[src/design/pee_pkg.sv]
// Package: shared types and constants for the postfix expression evaluator.
`timescale 1ns / 1ps
package pee_pkg;

  typedef struct packed {
    logic [7:0] symbol;
    logic       end_of_expression;
  } pee_in_t;

  typedef struct packed {
    logic signed [31:0] value;
    logic               underflow_seen;
    logic               overflow_seen;
    logic               divide_by_zero_seen;
    logic               empty_at_end;
  } pee_out_t;

  typedef enum logic [2:0] {
    OP_PUSH = 3'd0,
    OP_ADD  = 3'd1,
    OP_SUB  = 3'd2,
    OP_MUL  = 3'd3,
    OP_DIV  = 3'd4
  } pee_op_t;

  // Decoded request handed from the front end to the back end
  typedef struct packed {
    pee_op_t     op;
    logic [31:0] imm;
    logic        last;
  } pee_cmd_t;

  typedef enum logic [2:0] {
    ST_IDLE,
    ST_POP1,
    ST_POP2,
    ST_EXEC,
    ST_DIV,
    ST_PUSH,
    ST_EMIT,
    ST_OUT
  } pee_state_t;

  localparam logic [7:0] CH_ZERO  = 8'h30;
  localparam logic [7:0] CH_PLUS  = 8'h2B;
  localparam logic [7:0] CH_MINUS = 8'h2D;
  localparam logic [7:0] CH_STAR  = 8'h2A;
  localparam logic [7:0] CH_SLASH = 8'h2F;
  localparam logic [31:0] POP_EMPTY = 32'hFFFF_FFFF;

endpackage

[src/design/postfix_expression_evaluator_unit.sv]
// Top level of the postfix expression evaluator.
`timescale 1ns / 1ps
// Evaluates reverse Polish expressions one symbol per request. The front end
// decodes symbols into a two-entry queue; the back end runs a stack held in a
// memory of STACK_DEPTH words. In the back end + and - pop two operands,
// compute and push; * also waits for the registered multiplier, / for the
// bit-serial divider (one quotient bit a cycle). A final symbol emits the
// result into the output register, which holds it while out_stall is high.
module postfix_expression_evaluator_unit #(
  parameter int STACK_DEPTH = 16
) (
  input  logic              clk,
  input  logic              rst_n,
  input  logic              in_valid,
  output logic              in_stall,
  input  pee_pkg::pee_in_t  in_data,
  output logic              out_valid,
  input  logic              out_stall,
  output pee_pkg::pee_out_t out_data
);
  import pee_pkg::*;

  logic     cmd_valid, cmd_take;
  pee_cmd_t cmd_data;

  pee_front u_front (
    .clk(clk), .rst_n(rst_n), .in_valid(in_valid), .in_stall(in_stall),
    .in_data(in_data), .cmd_valid(cmd_valid), .cmd_take(cmd_take),
    .cmd_data(cmd_data)
  );

  pee_back #(.STACK_DEPTH(STACK_DEPTH)) u_back (
    .clk(clk), .rst_n(rst_n), .cmd_valid(cmd_valid), .cmd_take(cmd_take),
    .cmd_data(cmd_data), .out_valid(out_valid), .out_stall(out_stall),
    .out_data(out_data)
  );
endmodule

[src/design/pee_front.sv]
// Front end: accepts symbols, classifies them and queues decoded requests.
`timescale 1ns / 1ps
module pee_front (
  input  logic              clk,
  input  logic              rst_n,
  input  logic              in_valid,
  output logic              in_stall,
  input  pee_pkg::pee_in_t  in_data,
  output logic              cmd_valid,
  input  logic              cmd_take,
  output pee_pkg::pee_cmd_t cmd_data
);
  import pee_pkg::*;

  // two-entry queue
  pee_cmd_t   q_r [2];
  logic       wp_r, wp_nxt, rp_r, rp_nxt;
  logic [1:0] cnt_r, cnt_nxt;
  pee_cmd_t   dec;
  logic       push, pop;

  // classify
  always_comb begin
    dec.last = in_data.end_of_expression;
    dec.imm  = {24'd0, in_data.symbol} - {24'd0, CH_ZERO};
    unique case (in_data.symbol)
      CH_PLUS:  dec.op = OP_ADD;
      CH_MINUS: dec.op = OP_SUB;
      CH_STAR:  dec.op = OP_MUL;
      CH_SLASH: dec.op = OP_DIV;
      default:  dec.op = OP_PUSH;
    endcase
  end

  assign in_stall  = (cnt_r == 2'd2);
  assign push      = in_valid && !in_stall;
  assign cmd_valid = (cnt_r != 2'd0);
  assign pop       = cmd_valid && cmd_take;
  assign cmd_data  = q_r[rp_r];

  always_comb begin
    wp_nxt  = wp_r ^ push;
    rp_nxt  = rp_r ^ pop;
    cnt_nxt = cnt_r + {1'b0, push} - {1'b0, pop};
  end

  always_ff @(posedge clk) begin
    if (!rst_n) begin
      wp_r  <= 1'b0;
      rp_r  <= 1'b0;
      cnt_r <= 2'd0;
    end else begin
      wp_r  <= wp_nxt;
      rp_r  <= rp_nxt;
      cnt_r <= cnt_nxt;
    end
  end

  always_ff @(posedge clk) begin
    if (push) q_r[wp_r] <= dec;
  end
endmodule

[src/design/pee_div.sv]
// Iterative signed 32-bit divider, one quotient bit per cycle.
`timescale 1ns / 1ps
module pee_div (
  input  logic        clk,
  input  logic        rst_n,
  input  logic        start,
  input  logic [31:0] dividend,
  input  logic [31:0] divisor,
  output logic        done,
  output logic [31:0] quotient
);
  import pee_pkg::*;

  logic [31:0] rem_r, rem_nxt, quo_r, quo_nxt, den_r, den_nxt;
  logic [5:0]  cnt_r, cnt_nxt;
  logic        neg_r, neg_nxt, busy_r, busy_nxt;
  logic [32:0] trial;

  always_comb begin
    rem_nxt  = rem_r;
    quo_nxt  = quo_r;
    den_nxt  = den_r;
    cnt_nxt  = cnt_r;
    neg_nxt  = neg_r;
    busy_nxt = busy_r;
    trial    = {rem_r, quo_r[31]} - {1'b0, den_r};
    if (start) begin
      rem_nxt  = 32'd0;
      quo_nxt  = dividend[31] ? (32'd0 - dividend) : dividend;
      den_nxt  = divisor[31] ? (32'd0 - divisor) : divisor;
      neg_nxt  = dividend[31] ^ divisor[31];
      cnt_nxt  = 6'd0;
      busy_nxt = 1'b1;
    end else if (busy_r) begin
      // restoring step
      if (!trial[32]) begin
        rem_nxt = trial[31:0];
        quo_nxt = {quo_r[30:0], 1'b1};
      end else begin
        rem_nxt = {rem_r[30:0], quo_r[31]};
        quo_nxt = {quo_r[30:0], 1'b0};
      end
      cnt_nxt = cnt_r + 6'd1;
      if (cnt_r == 6'd31) busy_nxt = 1'b0;
    end
  end

  assign done     = busy_r && (cnt_r == 6'd31);
  assign quotient = neg_r ? (32'd0 - quo_nxt) : quo_nxt;

  always_ff @(posedge clk) begin
    if (!rst_n) begin
      busy_r <= 1'b0;
      cnt_r  <= 6'd0;
    end else begin
      busy_r <= busy_nxt;
      cnt_r  <= cnt_nxt;
    end
  end

  always_ff @(posedge clk) begin
    rem_r <= rem_nxt;
    quo_r <= quo_nxt;
    den_r <= den_nxt;
    neg_r <= neg_nxt;
  end
endmodule

[src/design/pee_back.sv]
// Back end: stack memory, arithmetic sequencer and result register.
`timescale 1ns / 1ps
module pee_back #(
  parameter int STACK_DEPTH = 16
) (
  input  logic              clk,
  input  logic              rst_n,
  input  logic              cmd_valid,
  output logic              cmd_take,
  input  pee_pkg::pee_cmd_t cmd_data,
  output logic              out_valid,
  input  logic              out_stall,
  output pee_pkg::pee_out_t out_data
);
  import pee_pkg::*;

  localparam int AW = (STACK_DEPTH > 1) ? $clog2(STACK_DEPTH) : 1;
  localparam int CW = $clog2(STACK_DEPTH + 1);
  localparam logic [CW-1:0] FULL = CW'(STACK_DEPTH);

  pee_state_t st_r, st_nxt;
  logic [31:0] mem [STACK_DEPTH];
  logic [31:0] rd_r;
  logic [CW-1:0] cnt_r, cnt_nxt;
  logic [2:0] flg_r, flg_nxt; // {divz, over, under}
  pee_cmd_t cmd_r;
  logic [31:0] rgt_r, rgt_nxt, lft_r, lft_nxt, res_r, res_nxt;
  logic [31:0] prod_r;
  logic        mul_wait_r, mul_wait_nxt;
  logic        rd_en, wr_en;
  logic [AW-1:0] rd_addr;
  logic        div_start, div_done;
  logic [31:0] div_q;
  logic        ov_r, ov_nxt;
  pee_out_t    obuf_r, obuf_nxt;

  pee_div u_div (
    .clk(clk), .rst_n(rst_n), .start(div_start),
    .dividend(lft_r), .divisor(rgt_r), .done(div_done), .quotient(div_q)
  );

  // next state
  always_comb begin
    st_nxt = st_r;
    unique case (st_r)
      ST_IDLE: if (cmd_valid) st_nxt = (cmd_data.op == OP_PUSH) ? ST_PUSH : ST_POP1;
      ST_POP1: st_nxt = ST_POP2;
      ST_POP2: st_nxt = ST_EXEC;
      ST_EXEC: begin
        if (cmd_r.op == OP_DIV && rgt_r != 32'd0) st_nxt = ST_DIV;
        else if (cmd_r.op == OP_MUL && !mul_wait_r) st_nxt = ST_EXEC;
        else st_nxt = ST_PUSH;
      end
      ST_DIV:  if (div_done) st_nxt = ST_PUSH;
      ST_PUSH: st_nxt = cmd_r.last ? ST_EMIT : ST_IDLE;
      ST_EMIT: st_nxt = ST_OUT;
      ST_OUT:  if (!ov_r) st_nxt = ST_IDLE;
      default: st_nxt = ST_IDLE;
    endcase
  end

  // datapath and outputs
  always_comb begin
    cnt_nxt      = cnt_r;
    flg_nxt      = flg_r;
    rgt_nxt      = rgt_r;
    lft_nxt      = lft_r;
    res_nxt      = res_r;
    mul_wait_nxt = 1'b0;
    cmd_take     = 1'b0;
    rd_en        = 1'b0;
    rd_addr      = AW'(cnt_r - CW'(1));
    wr_en        = 1'b0;
    div_start    = 1'b0;
    ov_nxt       = ov_r && out_stall;
    obuf_nxt     = obuf_r;
    unique case (st_r)
      ST_IDLE: begin
        cmd_take = cmd_valid && !(ov_r && out_stall);
        if (cmd_valid) res_nxt = cmd_data.imm;
        if (cmd_valid && cmd_data.op != OP_PUSH && cnt_r != '0) rd_en = 1'b1;
      end
      ST_POP1: begin
        if (cnt_r == '0) begin
          rgt_nxt = POP_EMPTY;
          flg_nxt[0] = 1'b1;
        end else begin
          rgt_nxt = rd_r;
          cnt_nxt = cnt_r - CW'(1);
          if (cnt_r != CW'(1)) begin
            rd_en   = 1'b1;
            rd_addr = AW'(cnt_r - CW'(2));
          end
        end
      end
      ST_POP2: begin
        if (cnt_r == '0) begin
          lft_nxt = POP_EMPTY;
          flg_nxt[0] = 1'b1;
        end else begin
          lft_nxt = rd_r;
          cnt_nxt = cnt_r - CW'(1);
        end
      end
      ST_EXEC: begin
        mul_wait_nxt = (cmd_r.op == OP_MUL);
        case (cmd_r.op)
          OP_ADD: res_nxt = lft_r + rgt_r;
          OP_SUB: res_nxt = lft_r - rgt_r;
          OP_MUL: res_nxt = prod_r;
          OP_DIV: begin
            res_nxt = 32'd0;
            if (rgt_r == 32'd0) flg_nxt[2] = 1'b1;
            else div_start = 1'b1;
          end
          default: res_nxt = res_r;
        endcase
      end
      ST_DIV: if (div_done) res_nxt = div_q;
      ST_PUSH: begin
        if (cnt_r == FULL) flg_nxt[1] = 1'b1;
        else begin
          wr_en   = 1'b1;
          cnt_nxt = cnt_r + CW'(1);
        end
        if (cmd_r.last && cnt_r != FULL) begin
          rd_en = 1'b0;
        end
      end
      ST_EMIT: begin
        if (cnt_r != '0) rd_en = 1'b1;
      end
      ST_OUT: begin
        if (!ov_r) begin
          obuf_nxt.value               = (cnt_r == '0) ? 32'sd0 : $signed(rd_r);
          obuf_nxt.empty_at_end        = (cnt_r == '0);
          obuf_nxt.underflow_seen      = flg_r[0];
          obuf_nxt.overflow_seen       = flg_r[1];
          obuf_nxt.divide_by_zero_seen = flg_r[2];
          ov_nxt  = 1'b1;
          cnt_nxt = '0;
          flg_nxt = 3'd0;
        end
      end
      default: ;
    endcase
  end

  assign out_valid = ov_r;
  assign out_data  = obuf_r;

  always_ff @(posedge clk) begin
    if (!rst_n) begin
      st_r       <= ST_IDLE;
      cnt_r      <= '0;
      flg_r      <= 3'd0;
      ov_r       <= 1'b0;
      mul_wait_r <= 1'b0;
    end else begin
      st_r       <= (st_r == ST_IDLE && !cmd_take) ? ST_IDLE : st_nxt;
      cnt_r      <= cnt_nxt;
      flg_r      <= flg_nxt;
      ov_r       <= ov_nxt;
      mul_wait_r <= mul_wait_nxt;
    end
  end

  // stack memory and payload registers
  always_ff @(posedge clk) begin
    if (wr_en) mem[AW'(cnt_r)] <= res_r;
    if (rd_en) rd_r <= mem[rd_addr];
    if (cmd_take) cmd_r <= cmd_data;
    prod_r <= lft_r * rgt_r;
    rgt_r  <= rgt_nxt;
    lft_r  <= lft_nxt;
    res_r  <= res_nxt;
    obuf_r <= obuf_nxt;
  end
endmodule

[config.mk]
export PLATFORM = sky130hd
export DESIGN_NAME = postfix_expression_evaluator_unit
export DESIGN_NICKNAME = d
export VERILOG_FILES = /design/src/design/pee_pkg.sv /design/src/design/postfix_expression_evaluator_unit.sv /design/src/design/pee_front.sv /design/src/design/pee_div.sv /design/src/design/pee_back.sv
export SDC_FILE = /design/constraint.sdc
export NUM_CORES = 2
export LEC_CHECK = 0
export BUFFER_PORTS_ARGS = -buffer_cell sky130_fd_sc_hd__buf_2
export CORE_AREA = 2 2 394 396
export DETAILED_ROUTE_END_ITERATION = 12
export DIE_AREA = 0 0 396 398
export MAX_ROUTING_LAYER = met4
export SETUP_SLACK_MARGIN = 0.4
export SYNTH_ARGS = -nofsm -noshare
export SYNTH_HDL_FRONTEND = slang
export SYNTH_SLANG_ARGS = --single-unit
[constraint.sdc]
create_clock -name clk -period 6.7 [get_ports clk]
set_input_delay 0.335 -clock clk [delete_from_list [all_inputs] [get_ports clk]]
set_output_delay 0.335 -clock clk [all_outputs]
set_load 0.01 [all_outputs]
Yosys cells after proc, flatten, opt, wreduce, memory -nomap -nowiden
Memory sizes are Yosys's and may differ from the RTL's. A register that Yosys moved wholly into a read port is not among the register bits.
Cells that the tools add are included.
Widths: inputs -> output; s select.
{"block": "word_totals", "out_inout_bits": 38, "reg_bits": 289, "mem_bits_rw": 584, "wordCells": 172, "mem_count": 2}
{"name": "u_back.mem", "words": 16, "word_bits": 32, "read_ports": 1, "rd_clocked_by_memory_dff": 1, "wr": 1, "line": "pee_back.sv:22", "rtl": "logic [31:0] mem [STACK_DEPTH];"}
{"name": "u_front.q_r", "words": 2, "word_bits": 36, "read_ports": 1, "rd_clocked_by_memory_dff": 1, "wr": 1, "line": "pee_front.sv:16", "rtl": "pee_cmd_t q_r [2];"}
{"block": "classes", "n_eq_ne": 29, "reduce_logical": 38, "bitwise_logic": 5, "n_mux": 56, "n_mul": 1, "n_addsub": 13}
{"op": "$mux 32", "count": 8}
{"op": "$pmux 32 s4", "count": 1}
{"op": "$pmux 32 s3", "count": 1}
{"op": "$sub 1x32->32 const A", "count": 3}
{"op": "$sub 33x32->33", "count": 1}
{"op": "$add 32x32->32", "count": 1}
{"op": "$eq 8x6->1 const B", "count": 4}
{"op": "$logic_not 32->1", "count": 1}
{"op": "$mul 32x32->32", "count": 1}
{"op": "$reduce_bool 32->1", "count": 1}
{"op": "$sub 32x32->32", "count": 1}
{"op": "$mux 31", "count": 1}
{"op": "$mux 1", "count": 25}
{"op": "$pmux 3 s8", "count": 1}
{"op": "$mux 3", "count": 7}
{"op": "$eq 3x3->1 const B", "count": 5}
{"op": "$mux 5", "count": 3}
{"op": "$pmux 5 s3", "count": 1}
{"op": "$eq 3x2->1 const B", "count": 4}
{"op": "$mux 4", "count": 3}
{"op": "$ne 2x1->1 const B", "count": 6}
{"op": "$pmux 3 s4", "count": 1}
{"op": "$reduce_and 4->1", "count": 3}
{"op": "$logic_and 1x1->1", "count": 10}
{"op": "27 further kinds", "count": 49}

Logic depth before layout (Yosys ltp)
{"block": "logic_depth", "word_depth": 9, "mapped_depth": 29}

Modules after synthesis
A second synthesis with hierarchy kept.
{"block": "unflattened", "hier_cells": 4501, "area_unflattened_um2": 54825.1}
{"module": "pee_back", "n_inst": 1, "area_per_inst_um2": 45125.8, "cells_each": 3426, "seq_area_each_um2": 21320.4}
{"module": "pee_div", "n_inst": 1, "area_per_inst_um2": 8215.4, "cells_each": 971, "seq_area_each_um2": 2412.3}
{"module": "pee_front", "n_inst": 1, "area_per_inst_um2": 1483.9, "cells_each": 104, "seq_area_each_um2": 880.8}

Worst setup path after synthesis
OpenSTA, ideal clock, no wires.
{"block": "synth_path", "path_type": "reg2reg", "from": "register u_back.lft_r[6]", "to": "register u_back.prod_r[31]", "stages_incl_launch_ff": 27, "setup_ns": 0.072, "slack_ns": -0.159, "t_arrival_ns": 6.787, "required_ns": 6.628, "synth_period_minus_slack_ns": 6.859, "cell_sequence": "edfxtp_1 clkbuf_1 clkbuf_1 clkbuf_1 and2_1 fa_1 inv_1 fa_1 fa_1 inv_1 fa_1 ha_1 ha_1 inv_1 fa_1 inv_1 fa_1 ha_1 a21o_1 a2111oi_0 and2_1 a21boi_0 a211oi_1 o31a_1 o21ai_0 a21oi_1 xnor2_1"}
{"block": "synth_between", "elab_chain_cells": 1}
{"item": "from (decl)", "line": "pee_back.sv:27", "rtl": "logic [31:0] rgt_r, rgt_nxt, lft_r, lft_nxt, res_r, res_nxt;"}
{"item": "from (signal assigned)", "line": "pee_back.sv:175", "rtl": "lft_r <= lft_nxt;"}
{"item": "$mul 32x32->32", "line": "pee_back.sv:173", "rtl": "prod_r <= lft_r * rgt_r;"}
{"item": "to (signal assigned)", "line": "pee_back.sv:173"}
{"item": "to (decl)", "line": "pee_back.sv:28", "rtl": "logic [31:0] prod_r;"}
No other way between the ends.
A chain may end at the register's enable or synchronous reset.

Worst setup path after layout
{"block": "layout_path", "from": "register u_back.rgt_r[7]", "to": "register u_back.prod_r[31]"}
{"block": "layout_between", "elab_chain_cells": 1}
{"item": "from (decl)", "line": "pee_back.sv:27"}
{"item": "from (signal assigned)", "line": "pee_back.sv:174", "rtl": "rgt_r <= rgt_nxt;"}
{"item": "$mul 32x32->32", "line": "pee_back.sv:173"}
No other way between the ends.

==> flow_metrics.tcl <==
set metrics [dict create \
    cts.sinks 860 \
    fmax_mhz 151.3 \
    synth_area_um2 54770 \
    dp_hpwl_mm 106.2 \
    dr.pass1.iters 5 \
    routed_wl_mm 152.2 \
    place_area_um2 58540 \
    hold_class "input port to flop" \
    vias 35420 \
    setup_violations 0 \
    status "finished, final reports clean" \
    tritoncts "built" \
    ys.flop_type "edfxtp_1" \
    gp_congestion 0.9471 \
    start_kind "flop" \
    grt_overflow_total 0 \
    start_util_pct 35.72 \
    avgSynthCellArea_um2 12.06 \
    die_width_um 396 \
    io_pins 51 \
    hold_viol 0 \
    htree_levels 3 \
    dieArea_um2 157600 \
    cts_root_buf "clkbuf_16" \
    core.rowCount 144 \
    clk_pin_slew_ns 0.06 \
    synth_edf_count 739 \
    ys_seq_area_share_pct 44.94 \
    layout-drive-gt1-share_pct 14.75 \
    grt_max_degree 129 \
    critPathArrivalTime_ns 7.17 \
    relSlewSlack_pct 27.06 \
    slew_viol_final 0 \
    critical_path_required_ns 7.27 \
    crit_buf_inv 5 \
    fin_crit_sh_pct 98.65 \
    core_um2 153300 \
    route.detailed.drc 0 \
    final_antenna_net_count 0 \
    clk_latency_ns 0.69 \
    end_kind "flop" \
    synthDistinctLibCells 85 \
    grt_use_total_pct 19.87 \
    areaGrowthSynthToFinish_pct 13.59 \
    critPathKind "flop to flop" \
    cp_cell_sequence "buf_12 > and2_4 > fa_1 > fa_1 > fa_1 > inv_1 > fa_1 > inv_1 > fa_1 > inv_1 > fa_1 > inv_1 > fa_2 > fa_1 > ha_4 > and3_4 > and3_4 > a211oi_4 > o31a_1 > o21ai_2 > a21oi_2 > xnor2_1" \
    final.min_clock_period_ns 6.610 \
    crit_path_max_fanout 23 \
    cts_made_buffers 93 \
    yosysWarningCount 0 \
    fin_nets 5276 \
    synthCells 4542 \
    synth_nets 5170 \
    port-buffer-count 50 \
    wl_per_cell_um 22.47 \
    critPathTopFamily "adder cells" \
    async_flop_share_pct 0 \
    final_cell_area_um2 62210 \
    antenna_found_initial 7 \
    clockBufferDepth 3 \
    grt_pass1_wl_mm 229.0 \
    synth_seq_cells 860 \
    clock_skew_ns 0.03813 \
    grt_pass1_vias 35730 \
    maxCapViolCount 0 \
    critPathMaxStageDelay_ns 0.56 \
    via_per_inst 5.230 \
    drt_iter0_markers 3080 \
    rsz0062_at_grt "yes" \
    worst_pin_slew_ns 1.092 \
    die_h_um 398 \
    cpMostUsedCell "fa_1" \
    crit_path_top_delay_cell "fa_1" \
]
-- stage by stage --
stage,utilization [%],worst slack (ns),hold WS (ns),TNS (ns),instances
3_5_place_dp,38.18,0.08713,0.4815,0,6562
2_1_floorplan,-,0.3931,0.4082,0,4542
5_1_grt,40.57,-0.08697,0.05311,-0.1279,6771
6_report,40.58,0.09023,0.07085,0,6772
3_3_place_gp,38.18,0.1314,0.4771,0,6562
4_1_cts,40.37,0.1683,0.01902,0,6754
-- per-layer routing --
metal	track usage, %	up-vias	part of all wire [%]
met2	32.39	1090	49
li1	-	15950	-
met3	2.033	207	5.8
met1	26.61	18180	43
met5	-	-	0
met4	5.120	0	2.4
-- area by class of cell --
cell class | count | area, µm²
Fill cell | 14310 | 91110
Tap cell | 2044 | 2557
Multi-Input combinational cell | 2958 | 27910
Clock inverter | 67 | 678.2
Timing Repair Buffer | 268 | 2278
Sequential cell | 860 | 24620
Antenna cell | 1 | 2.502
Clock buffer | 107 | 2420
Inverter | 467 | 1753
-- cell families (layout without fill, tap and decap cells) --
group                    Yosys count  count (layout)  synth area share (%)
buffers and inverters            724             909                 5.053
adder cells (fa/ha/maj)          615             615                 19.67
AO/OA/AOI/OAI                    626             626                 7.532
flip-flops                       860             860                 44.94
multiplexers                     241             241                 7.351
XOR/XNOR                         253             253                 4.046
other                              0               1                     0
AND/OR/NAND/NOR                 1223            1223                 11.41
-- registers in the layout, summed over array words and instances, names as in the netlist, 2 cells and up, named ones only --
register	flops
u_back.prod_r	32
u_back.flg_r	3
u_back.u_div.quo_r	32
u_back.rd_r	32
u_back.rgt_r	32
u_back.cnt_r	5
u_back.cmd_r	4
u_back.u_div.cnt_r	6
u_back.u_div.den_r	32
u_front.q_r	26
u_front.cnt_r	2
u_back.out_data	36
u_back.u_div.rem_r	32
u_back.res_r	32
u_back.st_r	3
u_back.mem	512
u_back.lft_r	32
-- cells in the final DEF (no fill, tap or decap), types with 22 or more instances in the layout --
master,n
edfxtp_1,739
inv_1,460
nand2_1,416
fa_1,405
and2_1,288
ha_1,193
buf_4,177
a21oi_1,155
xnor2_1,151
nor2_1,145
mux4_2,128
dfxtp_1,120
o21ai_0,117
mux2i_1,105
clkbuf_16,94
xor2_1,93
nor2b_1,87
a211oi_1,70
buf_2,50
or2_2,48
a21o_1,35
nand3_1,31
nand2b_1,30
nor3_1,29
o31ai_1,27
buf_12,27
or3_1,26
o21a_1,22
-- cells in the mapped netlist, drive strengths merged (22+ instances only) --
library cell / number / share of area, %
a211oi: 73 / 1.0
a21o: 35 / 0.48
a21oi: 163 / 1.5
a31oi: 22 / 0.25
and2: 309 / 3.5
buf: 54 / 0.46
clkbuf: 203 / 1.4
dfxtp: 121 / 4.4
edfxtp: 739 / 41
fa: 410 / 15
ha: 205 / 4.7
inv: 466 / 3.2
mux2i: 106 / 1.9
mux4: 128 / 5.3
nand2: 418 / 2.9
nand2b: 30 / 0.34
nand3: 32 / 0.29
nor2: 148 / 1.0
nor2b: 88 / 1.0
nor3: 32 / 0.30
o21a: 22 / 0.30
o21ai: 127 / 1.2
o31ai: 30 / 0.44
or2: 48 / 0.55
or3: 29 / 0.35
xnor2: 157 / 2.5
xor2: 96 / 1.5
-- timing repair --
| action | 4_1_cts | 5_1_grt |
|---|---|---|
| setup buffers | 8 | 16 |
| pin swaps | 5 | 21 |
| cloned | 0 | 1 |
| hold endpoints to repair | 20 | 0 |
| endpoints found under the setup margin | 13 | 14 |
| resized for setup | 12 | 28 |
| hold buffers | 10 | 0 |
-- worst reg2reg max path, cell delays in order (launching register included) --
cell,delay (ns)
edfxtp_1,0.44
buf_12,0.19
and2_4,0.17
fa_1,0.56
fa_1,0.44
fa_1,0.50
inv_1,0.05
fa_1,0.47
inv_1,0.05
fa_1,0.47
inv_1,0.05
fa_1,0.49
inv_1,0.06
fa_2,0.55
fa_1,0.46
ha_4,0.34
and3_4,0.22
and3_4,0.21
a211oi_4,0.07
o31a_1,0.35
o21ai_2,0.17
a21oi_2,0.08
xnor2_1,0.12
-- path summary, 6_finish.rpt --
path                                start                           end  slack, ns  cells past startpoint
max             u_back.rgt_r[7]$_DFFE_PP_     u_back.prod_r[31]$_DFF_P_       0.09                     22
min                                 rst_n  u_back.cnt_r[4]$_SDFFE_PN0P_       0.07                      2
max reg2reg     u_back.rgt_r[7]$_DFFE_PP_     u_back.prod_r[31]$_DFF_P_       0.09                     22
min reg2reg  u_back.flg_r[0]$_SDFFE_PN0P_  u_back.flg_r[0]$_SDFFE_PN0P_       0.47                      2
Power is not shown: default switching activity piles up to over one toggle a cycle in this logic, so the estimate is an artifact.
